[src/design/fpc_pkg.sv]
// Shared constants and controller/datapath interface types for the
// prefix-count tree. No dependencies.

package fpc_pkg;

   localparam int OPERATION_W        = 2;
   localparam int INDEX_W            = 11;
   localparam int SUM_W              = 16;
   localparam int LIMIT_W            = 11;
   localparam int TABLE_SIZE_DEFAULT = 1024;

   localparam logic [LIMIT_W-1:0] LIMIT_RESET = 11'd1024;

   localparam logic [OPERATION_W-1:0] OP_INC   = 2'd0;
   localparam logic [OPERATION_W-1:0] OP_DEC   = 2'd1;
   localparam logic [OPERATION_W-1:0] OP_QUERY = 2'd2;

   typedef struct packed {
      logic clear;     // zero one table entry, advance the sweep
      logic load;      // capture a new request beat
      logic walk;      // visit the next table entry
      logic rsp_load;  // move the finished sum into the response register
   } fpc_cmd_type;

   typedef struct packed {
      logic clear_last;  // sweep is on the last entry
      logic busy;        // entries still to visit or a read still in flight
   } fpc_status_type;

endpackage

[src/design/fpc_ctrl.sv]
// Sequencing state machine for the prefix-count tree: clearing sweep,
// request intake, tree walk and response handoff. Uses fpc_pkg.

module fpc_ctrl (
   input  logic                   clock,
   input  logic                   reset,
   input  logic                   req_valid,
   output logic                   req_stall,
   output logic                   rsp_valid,
   input  logic                   rsp_stall,
   input  fpc_pkg::fpc_status_type status,
   output fpc_pkg::fpc_cmd_type   cmd
);
   import fpc_pkg::*;

   localparam logic [1:0] S_CLEAR = 2'd0;
   localparam logic [1:0] S_IDLE  = 2'd1;
   localparam logic [1:0] S_WALK  = 2'd2;

   logic [1:0] state_ff, state_in;
   logic       rsp_valid_ff, rsp_valid_in;
   logic       rsp_free;

   // The response register can take a new sum when it is empty or being drained.
   assign rsp_free  = !rsp_valid_ff || !rsp_stall;
   assign req_stall = (state_ff != S_IDLE);
   assign rsp_valid = rsp_valid_ff;

   always_comb begin
      state_in = state_ff;
      cmd      = '0;
      unique case (state_ff)
         S_CLEAR: begin
            cmd.clear = 1'b1;
            if (status.clear_last) begin
               state_in = S_IDLE;
            end
         end
         S_IDLE: begin
            if (req_valid) begin
               cmd.load = 1'b1;
               state_in = S_WALK;
            end
         end
         S_WALK: begin
            cmd.walk = 1'b1;
            if (!status.busy && rsp_free) begin
               cmd.rsp_load = 1'b1;
               state_in     = S_IDLE;
            end
         end
         default: begin
            state_in = S_IDLE;
         end
      endcase
   end

   always_comb begin
      if (cmd.rsp_load) begin
         rsp_valid_in = 1'b1;
      end else if (!rsp_stall) begin
         rsp_valid_in = 1'b0;
      end else begin
         rsp_valid_in = rsp_valid_ff;
      end
   end

   always_ff @(posedge clock) begin
      if (reset) begin
         state_ff     <= S_CLEAR;
         rsp_valid_ff <= 1'b0;
      end else begin
         state_ff     <= state_in;
         rsp_valid_ff <= rsp_valid_in;
      end
   end

endmodule

[config.mk]
export PLATFORM = sky130hd
export DESIGN_NAME = fpc_ctrl
export DESIGN_NICKNAME = d
export VERILOG_FILES = /design/src/design/fpc_pkg.sv /design/src/design/fpc_ctrl.sv
export SDC_FILE = /design/constraint.sdc
export NUM_CORES = 1
export LEC_CHECK = 0
export CAP_MARGIN = 5
export CELL_PAD_IN_SITES_DETAIL_PLACEMENT = 0
export CELL_PAD_IN_SITES_GLOBAL_PLACEMENT = 1
export CORE_AREA = 3 3 40 42
export DETAILED_ROUTE_END_ITERATION = 7
export DIE_AREA = 0 0 43 45
export DONT_BUFFER_PORTS = 1
export GPL_TIMING_DRIVEN = 1
export PLACE_DENSITY = 0.36
export SLEW_MARGIN = 30
export SYNTH_ARGS = -nofsm -noshare
export SYNTH_HDL_FRONTEND = slang
export SYNTH_SLANG_ARGS = --single-unit
[constraint.sdc]
create_clock -name clock -period 2.7 [get_ports clock]
set_input_delay 0.405 -clock clock [delete_from_list [all_inputs] [get_ports clock]]
set_output_delay 0.405 -clock clock [all_outputs]
set_load 0.1 [all_outputs]
Yosys cells after proc, flatten, opt, wreduce, memory -nomap -nowiden
Index checks and enable logic that the tools add are counted.
{ "word_totals": {"wordCells": 27, "out_inout_bits": 6, "regBits": 3} }
{ "op_classes": {"n_mux": 11, "n_reduce_logical": 7, "eq_ne": 7} }
{ "op_table": {"columns": ["op", "n"], "rows": [
  ["$mux W2", 4],
  ["$mux W1", 6],
  ["$ne A2 B2 Y1 const B", 3],
  ["$pmux W2 S3", 1],
  ["$ne A2 B1 Y1 const B", 2],
  ["$logic_not A1 Y1", 3],
  ["$reduce_and A3 Y1", 1],
  ["$eq A2 B1 Y1 const B", 1],
  ["$eq A2 B2 Y1 const B", 1],
  ["$logic_not A2 Y1", 1],
  ["$logic_and A1 B1 Y1", 1],
  ["$logic_or A1 B1 Y1", 1]
]} }

Logic depth before layout (Yosys ltp)
Gate-level depths: netlist of the first run.
{ "depth": {"word_depth": 6, "mapped_depth": 4, "ltp_nobuf": 4} }

Least setup slack after synthesis of the first run
Ideal clock, no wire load.
{ "synth_path": {"path_kind": "reg-to-output", "start": "register state_ff[1]", "end": "output port cmd[3] in the netlist's numbering", "stages_incl_launch_ff": 2, "setup_slack_ps": 688, "arrival_time_ps": 1607, "required_ps": 2295, "path_cell_list": "dfxtp_1 -> nor2_1"} }
{ "synth_lines": {"columns": ["item", "line", "source"], "rows": [
  ["start: declaration", "fpc_ctrl.sv:20", "logic [1:0] state_ff, state_in;"],
  ["start signal: assignment", "fpc_ctrl.sv:73", "state_ff <= state_in;"],
  ["end: declaration", "fpc_ctrl.sv:12", "output fpc_pkg::fpc_cmd_type cmd"]
]} }

==> results of run 1 <==
[area by class of cell]
type	instances	share of cell area, %
well taps	15	7.979
multi-input cells	13	39.36
inverters	2	3.191
clock buffers	4	11.17
repair buffers	4	12.77
flip-flops and latches	3	25.53
[registers in the layout, summed over array words and instances (netlist names)]
register / count
state_ff: 2
rsp_valid: 1
[through the flow]
| stage | hold WS [ns] | util, % | total power [mW] | area [um^2] | setup slack [ns] |
|---|---|---|---|---|---|
| 6_report | 0.2359 | 18.31 | 0.1919 | 235.2 | 0.9456 |
| 5_1_grt | 0.2299 | 18.31 | 0.2018 | 235.2 | 0.9102 |
| 4_1_cts | 0.2253 | 18.31 | 0.1979 | 235.2 | 0.9203 |
| 3_5_place_dp | 0.4752 | 16.26 | 0.1165 | 209.0 | 1.172 |
| 3_3_place_gp | 0.4753 | 16.26 | 0.1162 | 209.0 | 1.180 |
| 2_1_floorplan | 0.4712 | - | 0.1068 | 162.7 | 0.6877 |
[per-layer routing]
layer / up-vias / track usage [%] / part of all wire, %
met1: 60 / 3.614 / 28
met2: 3 / 8.982 / 63
met5: - / 0 / 0
li1: 77 / - / -
met3: 0 / 1.992 / 8.0
met4: 0 / 5.422 / 0
[how the worst min path moves through the flow]
stage	from	to	slack (ns)	depth (start not counted)
2_1_floorplan	reset	state_ff[0]$_SDFFE_PP0P_	0.47	1
3_3_place_gp	reset	state_ff[0]$_SDFFE_PP0P_	0.48	1
3_5_place_dp	reset	state_ff[0]$_SDFFE_PP0P_	0.48	1
4_1_cts	reset	state_ff[0]$_SDFFE_PP0P_	0.23	1
5_1_grt	reset	state_ff[0]$_SDFFE_PP0P_	0.23	1
6_report	reset	state_ff[0]$_SDFFE_PP0P_	0.24	1
[power groups by stage]
stage	Sequential (mW)	Combinational [mW]	Clock [mW]
2_1_floorplan	0.0527	0.0541	0
3_3_place_gp	0.0513	0.0649	0
3_5_place_dp	0.0515	0.0650	0
4_1_cts	0.0508	0.0650	0.0821
5_1_grt	0.0515	0.0668	0.0835
6_report	0.0508	0.0643	0.0768
[Yosys cell counts]
| master | n |
|---|---|
| a21o_1 | 1 |
| a21oi_1 | 1 |
| a221oi_2 | 1 |
| a2bb2oi_1 | 1 |
| and3b_2 | 1 |
| buf_4 | 1 |
| dfxtp_1 | 3 |
| inv_1 | 1 |
| inv_2 | 1 |
| nand2_1 | 2 |
| nand2b_4 | 1 |
| nor2_1 | 4 |
| o21ai_0 | 1 |
[logic make-up after synthesis]
group	after synthesis	share of synthesized area (%)
DFF	3	36.92
buffers and inverters	3	9.228
AOI/OAI and AO/OA	5	25.38
and+or+nand+nor	8	28.46
[worst max-delay path: stages, from the launching register on]
cell and delay [ns]:
dfxtp_1 0.29, buf_4 0.23, a21o_1 0.23, nor2_2 0.09, buf_4 0.29
==> results.py, run 1 <==
metrics = {
    "placed_design": {
        "dpl.hpwl_um": 350.4,
        "port_buffers": 0,
        "placed_cells": 37,
        "gp_congestion": 0.5814,
    },
    "timing": {
        "drv_slew": 0,
        "rsz0062_at_grt": "false",
        "period_share_pct": 64.98,
        "tightest_slew_ns": 0.5149,
        "finalSetupViolations": 0,
        "timing.final.hold_violations": 0,
        "skew_ns": 0.003408,
        "slew_headroom_pct": 65.67,
        "fmax_mhz": 570.0,
        "fin_crit_ns": 1.754,
        "finalSetupTns_ns": 0,
    },
    "pwr": {
        "switching_share_pct": 39.89,
        "powerDensity_nw_per_um2": 815.8,
        "power.leakage_nw": 0.1061,
        "peakVddDrop_v": 0.0001745,
        "p_clk_share_pct": 40.0,
        "pwr-share-comb_pct": 33.5,
        "p_int_mw": 0.1153,
        "pwr-share-seq_pct": 26.5,
        "p_sw_mw": 0.07655,
    },
    "synth": {
        "ys_types": 13,
        "synth-seq-cells": 3,
        "synth_area_um2": 162.7,
        "yosysTopAreaCell": "dfxtp_1",
        "synth_cells": 19,
        "synth-seq-area-share_pct": 36.92,
        "synth_top_area_share_pct": 36.92,
        "ys_warn_count": 0,
        "syn_avg_cell_area_um2": 8.561,
        "yosys-top-cells-area": "dfxtp_1 37%, a221oi_2 9.2%, nor2_1 9.2%",
        "synth_nets": 25,
    },
    "worst_setup_path": {
        "required_ns": 2.30,
        "critPathCaptureType": "primary output",
        "worst_ep_arrival_time_ns": 1.35,
        "criticalPathCategory": "flop to primary output",
        "critPathLaunchType": "flop",
        "path_max_fanout": 3,
        "critPathLaunch": "rsp_valid$_SDFFE_PP0P_",
        "r2r_slack_ns": 1.47,
        "reg2reg_from": "state_ff[1]$_SDFFE_PP0P_",
        "r2r-end": "state_ff[1]$_SDFFE_PP0P_",
        "r2r_cells": 3,
        "endpoint": "cmd[0]",
    },
    "floorplan": {
        "die_area_um2": 1935,
        "core-area_um2": 1285,
        "rows": 13,
        "die_w_um": 43,
        "dieHeight_um": 45,
        "pin_count": 12,
        "initial_core_util_pct": 12.66,
    },
    "clock_network": {
        "path_clk_slew_ns": 0.04,
        "cts_buffer_depth": 2,
        "cts_tree": "done",
        "cts_hold_buffers": 0,
        "htreeDepth": 1,
        "cts_resized": 0,
        "clock-sinks": 3,
        "cts_setup_buffers": 0,
        "cts_root_buf": "clkbuf_4",
        "clk_latency_ns": 0.23,
        "cts_buffers": 3,
    },
    "final_layout": {
        "nFillCells": 144,
        "area_delta_synth_final_pct": 44.62,
        "final-seq-area_um2": 60.06,
        "nNetsFinal": 33,
        "antenna_cells": 0,
        "drive_gt1_share_pct": 50.00,
        "most-common-layout-cells": "4 x buf_4, 3 x clkbuf_4, 3 x dfxtp_1",
        "final_cells": 41,
        "multiInputGateArea_um2": 92.59,
        "layout_commonest_cell": "buf_4",
    },
    "job": {
        "drv_cap": 0,
    },
    "grt": {
        "overflow": 0,
        "grt.total_usage_pct": 4.913,
        "antenna_found_initial": 0,
        "grt_pass1_wl_um": 648,
        "grt_max_degree": 7,
        "first_global_vias": 164,
    },
    "drt": {
        "drtIter0Drc": 0,
        "antenna_left": 0,
        "wl_um": 398,
        "drtPass1Iterations": 1,
        "drcViolationCount": 0,
        "vias_per_cell": 3.415,
        "dr_total_vias": 140,
        "wl_per_cell_um": 9.707,
    },
    "status": {
        "status": "finished clean",
    },
    "hold_path": {
        "hold_class": "input port to flop",
    },
}
Note: power is estimated with default switching activity, not from simulation.
==> run 2: changes to the inputs <==
--- a/config.mk
+++ b/config.mk
@@ -13,7 +13,7 @@
 export DIE_AREA = 0 0 43 45
 export DONT_BUFFER_PORTS = 1
 export GPL_TIMING_DRIVEN = 1
-export PLACE_DENSITY = 0.36
+export PLACE_DENSITY = 0.37
 export SLEW_MARGIN = 30
 export SYNTH_ARGS = -nofsm -noshare
 export SYNTH_HDL_FRONTEND = slang
==> constraint.sdc (replaced) <==
create_clock -name clock -period 1.5 [get_ports clock]
set_input_delay 0.225 -clock clock [delete_from_list [all_inputs] [get_ports clock]]
set_output_delay 0.225 -clock clock [all_outputs]
set_load 0.1 [all_outputs]
==> results.py, run 2 (synthesized netlist as in run 1, its figures left out) <==
metrics = {
    "pwr": {
        "powerDensity_nw_per_um2": 1359,
        "report.power.total_mw": 0.3555,
        "peakVddDrop_v": 0.0003358,
        "power.leakage_nw": 0.1149,
    },
    "timing": {
        "finalSetupTns_ns": 0,
        "fmax_mhz": 703.8,
        "timing.final.hold_violations": 0,
        "fin_crit_ns": 1.421,
        "tightest_slew_ns": 0.5125,
        "rsz0062_at_grt": "false",
        "period_share_pct": 94.73,
        "drv_slew": 0,
        "finalSetupViolations": 0,
        "skew_ns": 0.0007095,
        "slew_headroom_pct": 65.83,
    },
    "drt": {
        "drcViolationCount": 0,
        "antenna_left": 0,
        "wl_per_cell_um": 9.951,
        "drtIter0Drc": 2,
        "dr_total_vias": 150,
        "vias_per_cell": 3.659,
        "drtPass1Iterations": 2,
        "wl_um": 408,
    },
    "floorplan": {
        "die_area_um2": 1935,
        "core-area_um2": 1285,
        "initial_core_util_pct": 12.66,
        "dieHeight_um": 45,
        "pin_count": 12,
        "rows": 13,
        "die_w_um": 43,
    },
    "clock_network": {
        "cts_hold_buffers": 0,
        "htreeDepth": 1,
        "cts_tree": "done",
        "cts_buffers": 3,
        "cts_setup_buffers": 0,
        "cts_resized": 0,
        "clock-sinks": 3,
        "clk_latency_ns": 0.23,
        "cts_buffer_depth": 2,
        "cts_root_buf": "clkbuf_4",
        "path_clk_slew_ns": 0.03,
    },
    "grt": {
        "grt_pass1_wl_um": 593,
        "overflow": 0,
        "grt_max_degree": 7,
        "grt.total_usage_pct": 5.071,
        "antenna_found_initial": 0,
        "first_global_vias": 154,
    },
    "worst_setup_path": {
        "crit_cells": 1,
        "slowest_stage": "and3b_2",
        "criticalPathCategory": "flop to primary output",
        "crit_chain": "and3b_2",
        "critPathCaptureType": "primary output",
        "path_max_fanout": 6,
        "r2r_cells": 3,
        "cp_slowest_stage_delay_ns": 0.56,
        "critPathLaunchType": "flop",
        "required_ns": 1.27,
        "critPathBufInv": 0,
        "crit_family": "simple AND/OR/NAND/NOR gates",
        "worst_ep_arrival_time_ns": 1.20,
    },
    "hold_path": {
        "hold_class": "input port to flop",
        "whs_path_depth": 1,
    },
    "final_layout": {
        "layout_commonest_cell": "clkbuf_4",
        "largest_register_ffs": 2,
        "regMostFlops": "state_ff",
        "antenna_cells": 0,
        "area_delta_synth_final_pct": 60.77,
        "nNetsFinal": 33,
        "drive_gt1_share_pct": 53.85,
    },
    "placed_design": {
        "port_buffers": 0,
        "gp_congestion": 0.5235,
    },
    "status": {
        "status": "finished clean",
    },
    "job": {
        "drv_cap": 0,
    },
}
-- run 2: changes by cell type in the layout (fill, tap and decap cells not counted) --
| cell | change |
|---|---|
| buf_12 | +2 |
| buf_4 | -2 |
| dfxtp_1 | -1 |
| dfxtp_2 | +1 |
-- run 2: worst paths after layout --
| path | from | end | slack [ns] |
|---|---|---|---|
| setup / recovery | state_ff[0]$_SDFFE_PP0P_ | cmd[2] | 0.08 |
| hold / removal | reset | state_ff[0]$_SDFFE_PP0P_ | 0.06 |
| setup reg to reg | state_ff[0]$_SDFFE_PP0P_ | state_ff[1]$_SDFFE_PP0P_ | 0.28 |
| hold reg to reg | state_ff[1]$_SDFFE_PP0P_ | state_ff[0]$_SDFFE_PP0P_ | 0.56 |
-- run 2: worst reg2reg max path: stages, from the launching register on --
cell,delay [ns]
dfxtp_1,0.40
and3b_2,0.56
a21oi_1,0.09
nor2_1,0.10
-- run 2: final cells by class --
type	instances	area [um^2]
clock buffers	4	26.28
well taps	15	18.77
flip-flops and latches	3	61.31
inverters	2	7.507
repair buffers	4	55.05
multi-input cells	13	92.59
fillers	141	1023
-- run 2: power by group --
part / total (mW) / switching, mW / internal, mW
logic: 0.126 / 0.0944 / 0.0320
clock network: 0.137 / 0.0379 / 0.0994
registers: 0.0917 / 0.00645 / 0.0852
total: 0.355 / 0.139 / 0.217
-- run 2: per-layer routing --
| layer | track usage [%] | wire (um) |
|---|---|---|
| met1 | 2.878 | 127 |
| met2 | 7.784 | 251 |
| met3 | 3.187 | 29 |
| met4 | 9.036 | 0 |
| met5 | 0 | 0 |
-- run 2: through the flow --
stage / cells / area (um^2) / hold WS [ns] / setup WS (ns) / utilization (%)
2_1_floorplan: 19 / 166.4 / 0.2900 / 0.1232 / -
3_5_place_dp: 37 / 235.2 / 0.2928 / 0.2721 / 18.31
3_3_place_gp: 37 / 235.2 / 0.2920 / 0.2963 / 18.31
5_1_grt: 41 / 261.5 / 0.04403 / 0.02778 / 20.35
6_report: 41 / 261.5 / 0.05777 / 0.07912 / 20.35
4_1_cts: 41 / 261.5 / 0.04658 / 0.06687 / 20.35
